[src/wrn_pkg.sv]
`timescale 1ns / 1ps
// Shared types and constants for the wake-up radio node controller.
// No dependencies; every other file in the block imports this package.

package wrn_pkg;

  // Field widths of the item, result and configuration beats.
  localparam int unsigned NodeIdW    = 10;
  localparam int unsigned AirtimeW   = 16;
  localparam int unsigned BackoffW   = 20;
  localparam int unsigned WakeupW    = 8;
  localparam int unsigned TimeoutW   = 16;
  localparam int unsigned StateW     = 3;
  localparam int unsigned CfgIndexW  = 3;
  localparam int unsigned CfgDataW   = 20;

  // Item operation codes.
  localparam logic OP_WAKEUP = 1'b0;
  localparam logic OP_TICK   = 1'b1;

  // Mode codes, also reported as state_code.
  localparam logic [StateW-1:0] MODE_SLEEP    = 3'd0;
  localparam logic [StateW-1:0] MODE_RECEIVE  = 3'd1;
  localparam logic [StateW-1:0] MODE_TRANSMIT = 3'd2;
  localparam logic [StateW-1:0] MODE_LISTEN   = 3'd3;
  localparam logic [StateW-1:0] MODE_SEND_WU  = 3'd4;
  localparam logic [StateW-1:0] MODE_RECV_WU  = 3'd5;

  // Configuration register indexes.
  localparam logic [CfgIndexW-1:0] CFG_NODE_ID         = 3'd0;
  localparam logic [CfgIndexW-1:0] CFG_MULTI_HOP       = 3'd1;
  localparam logic [CfgIndexW-1:0] CFG_AIRTIME_TICKS   = 3'd2;
  localparam logic [CfgIndexW-1:0] CFG_BACKOFF_TICKS   = 3'd3;
  localparam logic [CfgIndexW-1:0] CFG_WAKEUP_DELAY    = 3'd4;
  localparam logic [CfgIndexW-1:0] CFG_RECEIVE_TIMEOUT = 3'd5;

  // Reset values of the configuration registers.
  localparam logic [AirtimeW-1:0] AIRTIME_RST = 16'd1;
  localparam logic [WakeupW-1:0]  WAKEUP_RST  = 8'd8;
  localparam logic [TimeoutW-1:0] TIMEOUT_RST = 16'd1000;

  // Configuration register contents.
  typedef struct packed {
    logic [NodeIdW-1:0]  node_id;
    logic                multi_hop;
    logic [AirtimeW-1:0] airtime_ticks;
    logic [BackoffW-1:0] backoff_ticks;
    logic [WakeupW-1:0]  wakeup_delay;
    logic [TimeoutW-1:0] receive_timeout;
  } wrn_cfg_t;

  // One input item as held in the input register.
  typedef struct packed {
    logic               operation;
    logic [NodeIdW-1:0] wakeup_dst;
    logic               gen_hit;
    logic               packet_in_buffer;
  } wrn_item_t;

endpackage

[src/wrn_in_if.sv]
`timescale 1ns / 1ps
// Input item channel: valid/ready handshake with the item fields.
// Depends on wrn_pkg for field widths.

interface wrn_in_if;
  import wrn_pkg::*;

  logic               valid;
  logic               ready;
  logic               operation;
  logic [NodeIdW-1:0] wakeup_dst;
  logic               gen_hit;
  logic               packet_in_buffer;

  modport source (output valid, output operation, output wakeup_dst,
                  output gen_hit, output packet_in_buffer, input ready);
  modport sink (input valid, input operation, input wakeup_dst,
                input gen_hit, input packet_in_buffer, output ready);
endinterface

[src/wrn_out_if.sv]
`timescale 1ns / 1ps
// Result channel: valid/ready handshake with state_code and make_packet.
// Depends on wrn_pkg for field widths.

interface wrn_out_if;
  import wrn_pkg::*;

  logic              valid;
  logic              ready;
  logic [StateW-1:0] state_code;
  logic              make_packet;

  modport source (output valid, output state_code, output make_packet, input ready);
  modport sink (input valid, input state_code, input make_packet, output ready);
endinterface

[src/wrn_cfg_if.sv]
`timescale 1ns / 1ps
// Configuration write channel: valid/ready with register index and data.
// Depends on wrn_pkg for field widths.

interface wrn_cfg_if;
  import wrn_pkg::*;

  logic                 valid;
  logic                 ready;
  logic [CfgIndexW-1:0] index;
  logic [CfgDataW-1:0]  data;

  modport source (output valid, output index, output data, input ready);
  modport sink (input valid, input index, input data, output ready);
endinterface

[src/wrn_cfg_regs.sv]
`timescale 1ns / 1ps
// Configuration register file of the wake-up radio node controller.
// Depends on wrn_pkg; fed by the top level's configuration channel.

module wrn_cfg_regs (
  input  logic                          clk_i,
  input  logic                          rst_ni,
  input  logic                          wr_en_i,
  input  logic [wrn_pkg::CfgIndexW-1:0] wr_index_i,
  input  logic [wrn_pkg::CfgDataW-1:0]  wr_data_i,
  output wrn_pkg::wrn_cfg_t             cfg_o
);
  import wrn_pkg::*;

  wrn_cfg_t cfg_q;
  wrn_cfg_t cfg_d;

  // Decode the register index; writes beyond the list are dropped.
  always_comb begin
    cfg_d = cfg_q;
    if (wr_en_i) begin
      unique case (wr_index_i)
        CFG_NODE_ID:         cfg_d.node_id         = wr_data_i[NodeIdW-1:0];
        CFG_MULTI_HOP:       cfg_d.multi_hop       = wr_data_i[0];
        CFG_AIRTIME_TICKS:   cfg_d.airtime_ticks   = wr_data_i[AirtimeW-1:0];
        CFG_BACKOFF_TICKS:   cfg_d.backoff_ticks   = wr_data_i[BackoffW-1:0];
        CFG_WAKEUP_DELAY:    cfg_d.wakeup_delay    = wr_data_i[WakeupW-1:0];
        CFG_RECEIVE_TIMEOUT: cfg_d.receive_timeout = wr_data_i[TimeoutW-1:0];
        default:             cfg_d = cfg_q;
      endcase
    end
  end

  always_ff @(posedge clk_i or negedge rst_ni) begin
    if (!rst_ni) begin
      cfg_q.node_id         <= '0;
      cfg_q.multi_hop       <= 1'b0;
      cfg_q.airtime_ticks   <= AIRTIME_RST;
      cfg_q.backoff_ticks   <= '0;
      cfg_q.wakeup_delay    <= WAKEUP_RST;
      cfg_q.receive_timeout <= TIMEOUT_RST;
    end else begin
      cfg_q <= cfg_d;
    end
  end

  assign cfg_o = cfg_q;

endmodule

[src/wrn_mode_ctrl.sv]
`timescale 1ns / 1ps
// Mode state machine, down-counters and result register of the controller.
// Depends on wrn_pkg; takes items from the top level's input register.

module wrn_mode_ctrl (
  input  logic                       clk_i,
  input  logic                       rst_ni,
  input  wrn_pkg::wrn_cfg_t          cfg_i,
  input  logic                       item_valid_i,
  input  wrn_pkg::wrn_item_t         item_i,
  output logic                       item_take_o,
  output logic                       res_valid_o,
  input  logic                       res_ready_i,
  output logic [wrn_pkg::StateW-1:0] res_state_code_o,
  output logic                       res_make_packet_o
);
  import wrn_pkg::*;

  logic [StateW-1:0]   mode_q, mode_d;
  logic                flag_q, flag_d;
  logic [BackoffW-1:0] backoff_q, backoff_d;
  logic [AirtimeW-1:0] airtime_q, airtime_d;
  logic [WakeupW-1:0]  wakeup_q, wakeup_d;
  logic [TimeoutW-1:0] timeout_q, timeout_d;
  logic                made;

  logic                res_valid_q, res_valid_d;
  logic [StateW-1:0]   res_state_q;
  logic                res_made_q;

  logic is_tick;
  logic take;

  assign is_tick = (item_i.operation == OP_TICK);

  // A wake-up beat never produces a result, so it always moves on; a tick
  // needs the result register free or being emptied this cycle.
  assign take = item_valid_i && (!is_tick || !res_valid_q || res_ready_i);
  assign item_take_o = take;

  // Next-state logic for one item.
  always_comb begin
    mode_d    = mode_q;
    flag_d    = flag_q;
    backoff_d = backoff_q;
    airtime_d = airtime_q;
    wakeup_d  = wakeup_q;
    timeout_d = timeout_q;
    made      = 1'b0;

    if (take && !is_tick) begin
      if (item_i.wakeup_dst == cfg_i.node_id) begin
        flag_d = 1'b1;
      end
    end else if (take) begin
      unique case (mode_q)
        MODE_SLEEP: begin
          if (flag_q) begin
            wakeup_d = cfg_i.wakeup_delay;
            mode_d   = MODE_RECV_WU;
          end else if (backoff_q == '0) begin
            if (item_i.gen_hit) begin
              made = 1'b1;
              if (cfg_i.multi_hop) begin
                wakeup_d = cfg_i.wakeup_delay;
                mode_d   = MODE_SEND_WU;
              end else begin
                airtime_d = cfg_i.airtime_ticks;
                backoff_d = cfg_i.backoff_ticks;
                mode_d    = MODE_TRANSMIT;
              end
            end
          end else begin
            backoff_d = backoff_q - 1'b1;
          end
        end
        MODE_RECEIVE: begin
          if (item_i.packet_in_buffer) begin
            timeout_d = '0;
            if (cfg_i.multi_hop) begin
              wakeup_d = cfg_i.wakeup_delay;
              mode_d   = MODE_SEND_WU;
            end else begin
              airtime_d = cfg_i.airtime_ticks;
              backoff_d = cfg_i.backoff_ticks;
              mode_d    = MODE_TRANSMIT;
            end
          end else if (timeout_q <= TimeoutW'(1)) begin
            mode_d = MODE_SLEEP;
          end else begin
            timeout_d = timeout_q - 1'b1;
          end
        end
        MODE_TRANSMIT: begin
          if (airtime_q > AirtimeW'(1)) begin
            airtime_d = airtime_q - 1'b1;
          end else begin
            mode_d = MODE_SLEEP;
          end
        end
        MODE_SEND_WU: begin
          if (wakeup_q > WakeupW'(1)) begin
            wakeup_d = wakeup_q - 1'b1;
          end else begin
            airtime_d = cfg_i.airtime_ticks;
            backoff_d = cfg_i.backoff_ticks;
            mode_d    = MODE_TRANSMIT;
          end
        end
        MODE_RECV_WU: begin
          if (wakeup_q <= WakeupW'(1)) begin
            mode_d    = MODE_RECEIVE;
            flag_d    = 1'b0;
            timeout_d = cfg_i.receive_timeout;
          end else begin
            wakeup_d = wakeup_q - 1'b1;
          end
        end
        // Listen and the unused codes hold.
        default: mode_d = mode_q;
      endcase
    end
  end

  // Result register handshake.
  always_comb begin
    res_valid_d = res_valid_q;
    if (take && is_tick) begin
      res_valid_d = 1'b1;
    end else if (res_ready_i) begin
      res_valid_d = 1'b0;
    end
  end

  always_ff @(posedge clk_i or negedge rst_ni) begin
    if (!rst_ni) begin
      mode_q      <= MODE_SLEEP;
      flag_q      <= 1'b0;
      backoff_q   <= '0;
      airtime_q   <= '0;
      wakeup_q    <= '0;
      timeout_q   <= '0;
      res_valid_q <= 1'b0;
    end else begin
      mode_q      <= mode_d;
      flag_q      <= flag_d;
      backoff_q   <= backoff_d;
      airtime_q   <= airtime_d;
      wakeup_q    <= wakeup_d;
      timeout_q   <= timeout_d;
      res_valid_q <= res_valid_d;
    end
  end

  // Result payload, loaded with the mode after the tick.
  always_ff @(posedge clk_i) begin
    if (take && is_tick) begin
      res_state_q <= mode_d;
      res_made_q  <= made;
    end
  end

  assign res_valid_o       = res_valid_q;
  assign res_state_code_o  = res_state_q;
  assign res_make_packet_o = res_made_q;

endmodule

[src/wakeup_radio_node_controller.sv]
`timescale 1ns / 1ps
// Top level of the wake-up radio node mode controller.
// Depends on wrn_pkg, the three channel interfaces, wrn_cfg_regs and wrn_mode_ctrl.
//
// Usage:
//   in_i carries items: operation 0 is a wake-up signal seen on air (wakeup_dst
//   is compared with node_id and latches a flag), operation 1 is one time tick
//   that advances the mode and its down-counters.
//   out_o carries one result beat per tick: the mode after the tick and a
//   make_packet pulse. Wake-up beats produce no result.
//   cfg_i writes the six configuration registers by index; it is always
//   ready, and writes are expected only while the block is idle.
// Path: a tick accepted into the input register goes through the mode logic
//   into the result register once that register is free or being emptied,
//   so its result is registered. A wake-up beat takes effect as it leaves
//   the input register, which it may always do.
// Throughput: one item per cycle unless out_o stalls; the one mode stage sets it.
// Reset: mode returns to sleep, all counters and the wake-up flag clear, and
//   the registers take their defaults. Both pipeline registers empty.
// Stall: while out_o is held, the result register keeps its beat, one more
//   tick waits in the input register, and in_i drops ready after that.
//   Wake-up beats still pass the input register, since they give no result.

module wakeup_radio_node_controller (
  input  logic clk_i,
  input  logic rst_ni,
  wrn_in_if.sink    in_i,
  wrn_out_if.source out_o,
  wrn_cfg_if.sink   cfg_i
);
  import wrn_pkg::*;

  wrn_cfg_t  cfg;
  logic      in_valid_q, in_valid_d;
  wrn_item_t in_item_q;
  logic      item_take;
  logic      in_accept;

  assign cfg_i.ready = 1'b1;

  wrn_cfg_regs u_cfg_regs (
    .clk_i      (clk_i),
    .rst_ni     (rst_ni),
    .wr_en_i    (cfg_i.valid),
    .wr_index_i (cfg_i.index),
    .wr_data_i  (cfg_i.data),
    .cfg_o      (cfg)
  );

  // Input register: free when empty or when its beat moves on this cycle.
  assign in_i.ready = !in_valid_q || item_take;
  assign in_accept  = in_i.valid && in_i.ready;

  always_comb begin
    in_valid_d = in_valid_q;
    if (in_accept) begin
      in_valid_d = 1'b1;
    end else if (item_take) begin
      in_valid_d = 1'b0;
    end
  end

  always_ff @(posedge clk_i or negedge rst_ni) begin
    if (!rst_ni) begin
      in_valid_q <= 1'b0;
    end else begin
      in_valid_q <= in_valid_d;
    end
  end

  always_ff @(posedge clk_i) begin
    if (in_accept) begin
      in_item_q.operation        <= in_i.operation;
      in_item_q.wakeup_dst       <= in_i.wakeup_dst;
      in_item_q.gen_hit          <= in_i.gen_hit;
      in_item_q.packet_in_buffer <= in_i.packet_in_buffer;
    end
  end

  wrn_mode_ctrl u_mode_ctrl (
    .clk_i             (clk_i),
    .rst_ni            (rst_ni),
    .cfg_i             (cfg),
    .item_valid_i      (in_valid_q),
    .item_i            (in_item_q),
    .item_take_o       (item_take),
    .res_valid_o       (out_o.valid),
    .res_ready_i       (out_o.ready),
    .res_state_code_o  (out_o.state_code),
    .res_make_packet_o (out_o.make_packet)
  );

endmodule

[src/flat_wrapper.sv]
// flat-port wrapper written by rule: the top's interface ports become plain ports
module wakeup_radio_node_controller_flat import wrn_pkg::*;
  (clk_i, rst_ni, in_i_valid, in_i_operation, in_i_wakeup_dst, in_i_gen_hit, in_i_packet_in_buffer, in_i_ready, out_o_valid, out_o_state_code, out_o_make_packet, out_o_ready, cfg_i_valid, cfg_i_index, cfg_i_data, cfg_i_ready);
  wrn_in_if in_i_i ();
  wrn_out_if out_o_i ();
  wrn_cfg_if cfg_i_i ();
  input  logic clk_i;
  input  logic rst_ni;
  input wire logic [$bits(in_i_i.valid)-1:0] in_i_valid;
  input wire logic [$bits(in_i_i.operation)-1:0] in_i_operation;
  input wire logic [$bits(in_i_i.wakeup_dst)-1:0] in_i_wakeup_dst;
  input wire logic [$bits(in_i_i.gen_hit)-1:0] in_i_gen_hit;
  input wire logic [$bits(in_i_i.packet_in_buffer)-1:0] in_i_packet_in_buffer;
  output wire logic [$bits(in_i_i.ready)-1:0] in_i_ready;
  output wire logic [$bits(out_o_i.valid)-1:0] out_o_valid;
  output wire logic [$bits(out_o_i.state_code)-1:0] out_o_state_code;
  output wire logic [$bits(out_o_i.make_packet)-1:0] out_o_make_packet;
  input wire logic [$bits(out_o_i.ready)-1:0] out_o_ready;
  input wire logic [$bits(cfg_i_i.valid)-1:0] cfg_i_valid;
  input wire logic [$bits(cfg_i_i.index)-1:0] cfg_i_index;
  input wire logic [$bits(cfg_i_i.data)-1:0] cfg_i_data;
  output wire logic [$bits(cfg_i_i.ready)-1:0] cfg_i_ready;
  assign in_i_i.valid = in_i_valid;
  assign in_i_i.operation = in_i_operation;
  assign in_i_i.wakeup_dst = in_i_wakeup_dst;
  assign in_i_i.gen_hit = in_i_gen_hit;
  assign in_i_i.packet_in_buffer = in_i_packet_in_buffer;
  assign in_i_ready = in_i_i.ready;
  assign out_o_valid = out_o_i.valid;
  assign out_o_state_code = out_o_i.state_code;
  assign out_o_make_packet = out_o_i.make_packet;
  assign out_o_i.ready = out_o_ready;
  assign cfg_i_i.valid = cfg_i_valid;
  assign cfg_i_i.index = cfg_i_index;
  assign cfg_i_i.data = cfg_i_data;
  assign cfg_i_ready = cfg_i_i.ready;
  wakeup_radio_node_controller u_core (.clk_i(clk_i), .rst_ni(rst_ni), .in_i(in_i_i), .out_o(out_o_i), .cfg_i(cfg_i_i));
endmodule
[config.mk]
export PLATFORM = sky130hd
export DESIGN_NAME = wakeup_radio_node_controller_flat
export DESIGN_NICKNAME = d
export VERILOG_FILES = /design/src/wrn_pkg.sv /design/src/wrn_in_if.sv /design/src/wrn_out_if.sv /design/src/wrn_cfg_if.sv /design/src/wrn_cfg_regs.sv /design/src/wrn_mode_ctrl.sv /design/src/wakeup_radio_node_controller.sv /design/src/flat_wrapper.sv
export SDC_FILE = /design/constraint.sdc
export NUM_CORES = 1
export LEC_CHECK = 0
export BUFFER_PORTS_ARGS = -buffer_cell sky130_fd_sc_hd__buf_2
export CORE_MARGIN = 1.5
export CORE_UTILIZATION = 40
export DETAILED_ROUTE_END_ITERATION = 7
export PLACE_DENSITY_LB_ADDON = 0.08
export SLEW_MARGIN = 20
export SYNTH_ARGS = -nofsm -noshare
export SYNTH_HDL_FRONTEND = slang
export SYNTH_SLANG_ARGS = --single-unit
export TNS_END_PERCENT = 30
[constraint.sdc]
create_clock -name clk_i -period 2.5 [get_ports clk_i]
set_clock_uncertainty 0.1 [all_clocks]
set_input_delay 0.125 -clock clk_i [delete_from_list [all_inputs] [get_ports clk_i]]
set_output_delay 0.125 -clock clk_i [all_outputs]
set_load 0.005 [all_outputs]
## Yosys cells after proc, flatten, opt, wreduce, memory -nomap -nowiden

Cells that the tools add are included.

- Register bits: 154
- Input port bits: 41
- Output and inout port bits: 7
- Logic and storage cells: 139

- $add $sub $neg: 4
- Magnitude comparators: 4
- Equality and inequality tests: 24
- Muxes and demuxes: 49
- Bitwise gates (word level): 4
- Reductions and logical operators: 34

Operators with widths:

| cell | number |
|---|---|
| 16-bit two-way mux | 10 |
| 20-bit two-way mux | 6 |
| 16-bit case mux with 4 select lines | 1 |
| 20-bit case mux with 3 select lines | 1 |
| 8-bit two-way mux | 7 |
| 3-bit two-way mux | 11 |
| 16-bit case mux with 2 select lines | 1 |
| 8-bit case mux with 4 select lines | 1 |
| 16-bit by 1-bit subtractor with 16-bit output, second input constant | 2 |
| 20-bit zero test | 1 |
| 20-bit by 1-bit subtractor with 20-bit output, second input constant | 1 |
| 16-bit by 1-bit > comparator with 1-bit output, second input constant | 1 |
| 16-bit by 1-bit less-or-equal comparator with 1-bit output, second input constant | 1 |
| 3-bit case mux with 5 select lines | 1 |
| 2-bit != test, second input constant | 7 |
| 3-bit equality test, second input constant | 4 |
| 2-bit AND reduction | 6 |
| 2-bit nonzero test | 6 |
| 10-bit equality test | 1 |
| 1-bit two-way mux | 10 |
| 3-bit by 2-bit equality test with 1-bit output, second input constant | 3 |
| 3-bit by 2-bit != test with 1-bit output, second input constant | 3 |
| 9-bit AND reduction | 1 |
| 8-bit by 1-bit > comparator with 1-bit output, second input constant | 1 |
| other kinds (17) | 32 |

## Longest topological paths before layout

Gate-level depths: netlist of run 1.

- Word-level depth: 7
- Gate-level depth with buffers: 10
- Gate-level depth less buffers: 8

## Hierarchy

A second synthesis of run 1 with hierarchy kept.

- Cell total of the unflattened synthesis: 821
- Area, all modules: 8390.5 µm²

By module, submodules not included:

| module | instances | cells each | area an instance (µm²) | sequential area each (µm²) |
|---|---|---|---|---|
| wrn_mode_ctrl | 1 | 647 | 5182.5 | 1746.7 |
| wrn_cfg_regs | 1 | 155 | 2752.6 | 1786.7 |
| wakeup_radio_node_controller | 1 | 19 | 455.4 | 415.4 |

## Worst setup path after synthesis of run 1

Ideal clock, no wire load.

- Path type: register -> register
- From: register u_core.u_mode_ctrl.airtime_q[8]
- To: register u_core.u_mode_ctrl.airtime_q[13]
- Setup time: 0.119 ns
- Data arrival time: 2.217 ns
- Data required time: 2.281 ns
- Setup slack: 0.065 ns
- Cell stages (with the launch flop): 8
- Path buffers: 1
- Period minus slack after synthesis: 2.435 ns
- Cells stage by stage: dfrtp_1 -> or4_4 -> or3_1 -> o31a_1 -> o31ai_4 -> buf_6 -> o21bai_1 -> o21a_1

- Cells in the longest elaborated chain, start to end: 3
- Elaborated cells on any way between the ends: 6
- Classes of those cells: add/sub (1); order compare (1); eq/ne (1); mux (2); reduce/logical (1)

Ends and longest elaborated chain:

| item | line | source |
|---|---|---|
| from (decl) | wrn_mode_ctrl.sv:22 | `logic [AirtimeW-1:0] airtime_q, airtime_d;` |
| from (signal assigned) | wrn_mode_ctrl.sv:148 | `airtime_q <= airtime_d;` |
| 16-bit by 1-bit subtractor with 16-bit output / 16-bit by 1-bit > comparator with 1-bit output (equally long branches) | wrn_mode_ctrl.sv:96, wrn_mode_ctrl.sv:95 |  |
| 16-bit two-way mux / 2-bit != test (equally long branches) | - |  |
| 16-bit case mux with 4 select lines / 9-bit AND reduction (equally long branches) | - |  |

Parallel ways exist; a longest one is shown, timed or not. The select of a mux whose other input is x is not followed.
A chain may end at the register's enable or synchronous reset.

## Worst setup path after layout of run 1

- From: register u_core.u_mode_ctrl.airtime_q[11]
- To: register u_core.u_mode_ctrl.airtime_q[11]

- Cells in the longest elaborated chain, start to end: 5
- Elaborated cells on any way between the ends: 11
- Classes of those cells: add/sub (1); order compare (1); eq/ne (1); mux (7); reduce/logical (1)

Ends and longest elaborated chain:

| item |
|---|
| parallel branches: the longest is 5 deep, another holds 16-bit by 1-bit subtractor with 16-bit output |

Several ways; the timed one is not identified. The select of a mux whose other input is x is not followed.

==> out/metrics.cfg, run 1 <==
[outcome]
status=finished, violations left
failed_checks=setup timing

[setup_path]
crit_path_end_kind=register
crit_required_ns=2.70
cp.arrival_ns=2.75
setup.worst_path.class=register to register
cp-start-kind=register
r2r_start=u_core.u_mode_ctrl.airtime_q[11]
cp-startpoint=u_core.u_mode_ctrl.airtime_q[11]
crit_fanout=11

[placement]
port-buffer-count=46
place_congestion=0.944
hpwlAfterDp_um=16500
placed_cell_area_um2=9170

[cells_and_area]
fill_cells=1802
final_layout_size_suffix_gt1_share_pct=29.7
antenna_cells=0
nNetsFinal=995
stdcell_area_um2=10300
syn_to_final_growth_pct=28.8

[routing]
vias=6892
totalWireLength_um=23700
ant_nets=0
wl_per_cell_um=19.3
dr.first_iter.drc_count=488
drt_first_pass_iters=7
vias_per_cell=5.63
drc=0

[timing]
fin_ws_ns=-0.0450
worstMarginPinSlew_ns=0.774
setup_violations=9
post-route-period-util_pct=102
slew-limit-headroom_pct=48.3
fin_crit_ns=2.54
rsz0062_at_grt=yes
max_freq_mhz=393
hold_viol_final=0
finalMaxSlewViolations=0
whs_ns=0.0251

[die]
die_area_um2=20800
dieWidth_um=144
die_h_um=144
coreArea_um2=19500
rows=51
start_util_pct=40.8
io_pins=48

[global_routing]
grt_pass1_vias=6651
antenna_found_initial=0
overflow=0
use_met1_pct=32.4
grt_usage_pct=23.5
grt_pass1_wl_um=36500
top_usage_layer=met2
met3_usage_pct=4.17
use_met2_pct=37.5
grt_max_degree=59

[power_and_ir_drop]
irDropWorstVdd_mv=0.498
pwr-share-comb_pct=38.8
seqPwrFrac_pct=37.2
p_total_mw=10.4
p_int_mw=6.48
clock_power_share_pct=23.9
leakagePower_nw=4.32
power.switching_mw=3.88
power-per-cell-area_nw_per_um2=1010
p_sw_share_pct=37.5

[synthesis]
ys_top_cells_by_area=dfrtp_1 (40%), mux2_2 (9.7%), edfxtp_1 (6.4%), nor2_1 (3.6%), o21ai_1 (3.3%)
ys_seq_area_share_pct=49.5
async_reset_ff_share_pct=89.0
avgSynthCellArea_um2=10.2
synth-seq-cells=154
yosysTopAreaCell=dfrtp_1
yosys_warnings=0
synth-edff-count=17
synth_cell_type_count=71
synth_top_area_share_pct=40.5
synthFlopType=dfrtp_1
synth.cell_area_um2=7970
synth_cells=782
synth_nets=831

[clocking]
clockBufferDepth=2
clock_latency_ns=0.43
cts_sinks=154
cts_tree=yes
cts-htree-levels=4
clk_pin_slew_ns=0.07
cts_buffers=17
root_buffer=clkbuf_16

[hold_path]
min-delay-start=cfg_i_index[2]
worst_hold_path_type=primary input to register

[flow_run]
max_cap_violations=0

final timing paths:
path | to | slack, ns | cells after the start
setup / recovery | u_core.u_mode_ctrl.airtime_q[11] | -0.04 | 7
hold / removal | u_core.u_cfg_regs.cfg_o[60] | 0.03 | 3
setup reg to reg | u_core.u_mode_ctrl.airtime_q[11] | -0.04 | 7
hold reg to reg | u_core.u_mode_ctrl.timeout_q[4] | 0.40 | 2
max in group asynchronous | u_core.u_cfg_regs.cfg_o[19] | 1.43 | 3
min in group asynchronous | u_core.u_cfg_regs.cfg_o[59] | 0.17 | 2
cell usage in the layout, fill, tap and decap left out, types with 8 or more instances in the layout:
master and instances:
nor4_1 13, dfrtp_1 128, o21ai_0 17, dfstp_2 8, clkbuf_16 21, a32oi_1 8, mux2_2 69, a31oi_1 10
buf_2 45, nand2b_1 11, o21ai_1 49, nor2_1 75, a21oi_1 45, inv_1 17, nand3_1 16, nand2_1 55
buf_4 92, dlygate4sd3_1 33, o211ai_1 12, edfxtp_1 17, nand4_1 9, nor3_1 30, xor2_1 11, a22oi_1 13
layout make-up:
| class | count | area [um2] | share of cell area (%) |
|---|---|---|---|
| Sequential cell | 154 | 3950 | 38.5 |
| Multi-Input combinational cell | 573 | 3880 | 37.8 |
| Timing Repair Buffer | 183 | 1480 | 14.4 |
| Clock buffer | 20 | 458 | 4.46 |
| Tap cell | 265 | 332 | 3.23 |
| Clock inverter | 12 | 100 | 0.975 |
| Inverter | 17 | 63.8 | 0.622 |
metrics by stage:
step	util [%]	worst slack, ns	instances	setup TNS [ns]
after global placement	47.0	-0.00945	1150	-0.0132
after floorplan	-	0.0645	782	0
after CTS	51.6	-0.0271	1215	-0.114
final	52.6	-0.0450	1224	-0.175
after global routing	52.6	-0.105	1224	-2.25
after detailed placement	47.0	-0.0334	1150	-0.0695
registers in the layout, summed over array words and instances, names as in the netlist, 3 cells and up:
signal and flops:
u_core.u_cfg_regs.cfg_o 71, u_core.u_mode_ctrl.res_state_code_o 3, u_core.u_mode_ctrl.backoff_q 20, u_core.u_mode_ctrl.wakeup_q 8
u_core.in_item_q 13, u_core.u_mode_ctrl.airtime_q 16, u_core.u_mode_ctrl.timeout_q 16, u_core.u_mode_ctrl.mode_q 3
synthesized netlist by cell type (12+ instances only):
library cell,instances
nand2_1,56
o211ai_1,12
a22oi_1,13
inv_1,17
nor3_1,32
nor2_1,76
mux2_2,69
a21oi_1,47
nand3_1,16
dfrtp_1,129
clkbuf_1,24
o21ai_1,52
edfxtp_1,17
o21ai_0,17
nor4_1,13
critical path, stage by stage, from the launching register on:
cell	delay (ns)
dfrtp_1	0.41
or4_4	0.52
or3_4	0.34
o31a_1	0.29
o31ai_4	0.32
buf_4	0.19
clkbuf_16	0.16
o211ai_1	0.10
cells by family (layout without fill, tap and decap cells):
family | after synthesis | count (layout) | synth area share, %
and+or+nand+nor | 260 | 260 | 16.6
DFF | 154 | 154 | 49.5
other | 1 | 1 | 0.0470
AOI/OAI and AO/OA | 215 | 215 | 17.6
muxes | 73 | 73 | 10.2
adders and majority gates | 8 | 8 | 1.26
buffers and inverters | 55 | 232 | 3.00
xor gates and xnor gates | 16 | 16 | 1.76
per-layer routing:
metal	wire, um	vias up
met4	437	0
met2	11200	192
met3	1030	28
met5	0	-
li1	-	3218
met1	11000	3454
power by group through the flow:
stage                     combinational, mW  sequential [mW]  clock [mW]
after floorplan                        2.47             3.71           0
after global placement                 3.78             3.85           0
after detailed placement               3.85             3.87           0
after CTS                              3.91             3.83        2.54
after global routing                   4.44             3.94        2.65
final                                  4.02             3.86        2.48
repair_timing:
item | in CTS | in global routing
pin swaps | 3 | 5
hold buffers | 33 | 0
hold endpoints to repair | 112 | 0
setup endpoints to repair | 12 | 43
gates resized for setup | 3 | 18
buffers inserted | 0 | 6
gates cloned | 0 | 3
No activity file was read; power rests on OpenSTA's default activity.
==> run 2, diff against run 1 <==
Clock period 2.5 ns to 3.2 ns, I/O delays scaled along.
==> run 2 against run 1 <==
Net effect:
- the run now ends clean
- combinational power shrank 37%
- final cell count shrank 6.6%
- global-route usage shrank 0.21 points
- non-clock buffer count shrank 81
- fmax shrank 11%
- critical path depth shrank 2
- register-to-register slack gained 0.38 ns
- sequential power shrank 20%
- via count shrank 5.0%
- core utilization shrank 4.2 points
- largest power group is now sequential cells
==> out/metrics.cfg, run 2 (same netlist as run 1, synthesis figures left out) <==
[cells_and_area]
fin_cells=1143  ; was 1224
antenna_cells=0  ; unchanged
final_common_cell=dfrtp_1  ; unchanged
largest_reg_flops=71  ; unchanged
syn_to_final_growth_pct=18.4  ; was 28.8%
nNetsFinal=914  ; was 995
fill_cells=1861  ; was 1802
final_cell_mix=dfrtp_1 (129), nor2_1 (76), mux2_2 (69)  ; was dfrtp_1 (128), buf_4 (92), nor2_1 (75)
final_layout_size_suffix_gt1_share_pct=22.1  ; was 29.7%

[timing]
slew-limit-headroom_pct=46.0  ; was 48.3%
fin_crit_ns=2.87  ; was 2.54 ns
max_freq_mhz=348  ; was 393 MHz
hold_viol_final=0  ; unchanged
post-route-period-util_pct=89.7  ; was 102%
rsz0062_at_grt=no  ; was yes
finalMaxSlewViolations=0  ; unchanged
worstMarginPinSlew_ns=0.807  ; was 0.774 ns
setup_violations=0  ; was 9
finalSetupTns_ns=0  ; was -0.175 ns

[power_and_ir_drop]
leakagePower_nw=3.86  ; was 4.32 nW
p_total_mw=7.54  ; was 10.4 mW
irDropWorstVdd_mv=0.362  ; was 0.498 mV
power-per-cell-area_nw_per_um2=799  ; was 1010 nW/um2

[clocking]
postCtsResizedCells=0  ; was 3
cts_tree=yes  ; unchanged
clk_pin_slew_ns=0.07  ; about the same
clockBufferDepth=2  ; unchanged
clock_latency_ns=0.42  ; was 0.43 ns
cts-htree-levels=4  ; unchanged
cts_buffers=17  ; unchanged
cts_setup_buffers=0  ; unchanged
root_buffer=clkbuf_16  ; unchanged
cts_sinks=154  ; unchanged

[placement]
place_congestion=0.827  ; was 0.944
port-buffer-count=46  ; unchanged
post-place-cells=1082  ; was 1150
hpwlAfterDp_um=15800  ; was 16500 um

[setup_path]
cpLargestDelayFamily=compound AO/OA/AOI/OAI gates  ; was simple AND/OR/NAND/NOR gates
critPathSlowestCell=a221oi_2  ; was or4_4
crit_path_cell_trace=nor3_1 -> o211ai_1 -> a221oi_2 -> nand4_1 -> a221o_1  ; was or4_4 -> or3_4 -> o31a_1 -> o31ai_4 -> buf_4 -> clkbuf_16 -> o211ai_1
setup.worst_path.class=register to register  ; unchanged
cp.arrival_ns=3.07  ; was 2.75 ns
critPathBufInv=0  ; was 2
crit_path_end_kind=register  ; unchanged
crit_required_ns=3.40  ; was 2.70 ns
cp-start-kind=register  ; unchanged
crit_fanout=8  ; was 11
max_stage_delay_ns=0.62  ; was 0.52 ns

[hold_path]
worst_hold_path_type=primary input to register  ; unchanged

[die]
die_area_um2=20800  ; unchanged
die_h_um=144  ; unchanged
io_pins=48  ; unchanged
dieWidth_um=144  ; unchanged
rows=51  ; unchanged
coreArea_um2=19500  ; unchanged
start_util_pct=40.8  ; unchanged

[global_routing]
overflow=0  ; unchanged
grt_pass1_wl_um=36200  ; was 36500 um
antenna_found_initial=0  ; unchanged
grt_max_degree=67  ; was 59
grt_usage_pct=23.2  ; was 23.5%
grt_pass1_vias=6534  ; was 6651

[outcome]
status=finished clean  ; was finished, violations left

[routing]
ant_nets=0  ; unchanged
drc=0  ; unchanged
wl_per_cell_um=19.8  ; was 19.3 um
totalWireLength_um=22700  ; was 23700 um
vias_per_cell=5.73  ; was 5.63
drt_first_pass_iters=6  ; was 7
dr.first_iter.drc_count=711  ; was 488
vias=6547  ; was 6892

[flow_run]
max_cap_violations=0  ; unchanged

[run 2: changes by cell type in the layout (fill, tap and decap cells not counted), moves of 3 or more]
| cell | change |
|---|---|
| buf_4 | -65 |
| buf_12 | -5 |
| buf_6 | -4 |
| clkbuf_16 | -4 |
| dlygate4sd3_1 | -4 |
| o21ai_1 | +3 |
[run 2: path summary, 6_finish.rpt]
| check | startpoint | end | slack, ns | cells past startpoint |
|---|---|---|---|---|
| min in group asynchronous | rst_ni | u_core.u_cfg_regs.cfg_o[14] | 0.22 | 2 |
| max in group asynchronous | rst_ni | u_core.u_cfg_regs.cfg_o[19] | 1.91 | 3 |
| setup reg to reg | u_core.u_mode_ctrl.wakeup_q[4] | u_core.u_mode_ctrl.backoff_q[12] | 0.33 | 5 |
| hold reg to reg | u_core.u_cfg_regs.cfg_o[23] | u_core.u_cfg_regs.cfg_o[23] | 0.40 | 1 |
| setup / recovery | u_core.u_mode_ctrl.wakeup_q[4] | u_core.u_mode_ctrl.backoff_q[12] | 0.33 | 5 |
| hold / removal | cfg_i_data[0] | u_core.u_cfg_regs.cfg_o[60] | 0.02 | 3 |
[run 2: metal layers]
layer	up-vias	share of wire, %	global-route usage, %
met5	-	0	0
met4	0	3.1	8.51
met3	39	5.2	4.60
met2	211	46	36.2
met1	3234	46	32.2
li1	3063	-	-
[run 2: through the flow]
stage	utilization (%)	cell area [um2]	setup WS [ns]	hold WS [ns]
4_1_cts	48.3	9440	0.417	0.0212
6_report	48.3	9440	0.330	0.0221
2_1_floorplan	-	7970	0.765	-0.236
5_1_grt	48.3	9440	0.260	0.0220
3_3_place_gp	44.0	8600	0.449	0.116
3_5_place_dp	44.0	8600	0.448	0.124
[run 2: repair_timing]
item,in CTS,in global routing
hold buffers,29,0
endpoints found under the hold margin,106,0
endpoints found under the setup margin,0,0
[run 2: cell type report]
type	instances	area (um2)	area share, %
inverters	17	63.8	0.676
well taps	265	332	3.51
clock buffers	18	439	4.65
clock inverters	14	111	1.18
multi-input cells	573	3810	40.4
flip-flops and latches	154	3950	41.8
repair buffers	102	729	7.73
[run 2: worst reg2reg max path: cells and delay by family (launching register included)]
| kind | cells | cell delay, ns |
|---|---|---|
| AOI/OAI and AO/OA | 3 | 1.32 |
| DFF | 1 | 0.46 |
| and+or+nand+nor | 2 | 0.87 |
[run 2: report_power, final]
group	leakage [nW]	total, mW	switching (mW)	internal, mW
combinational	1.77	2.53	1.46	1.08
sequential	1.82	3.10	0.575	2.53
clock	0.270	1.90	0.875	1.03
total	3.86	7.54	2.91	4.64
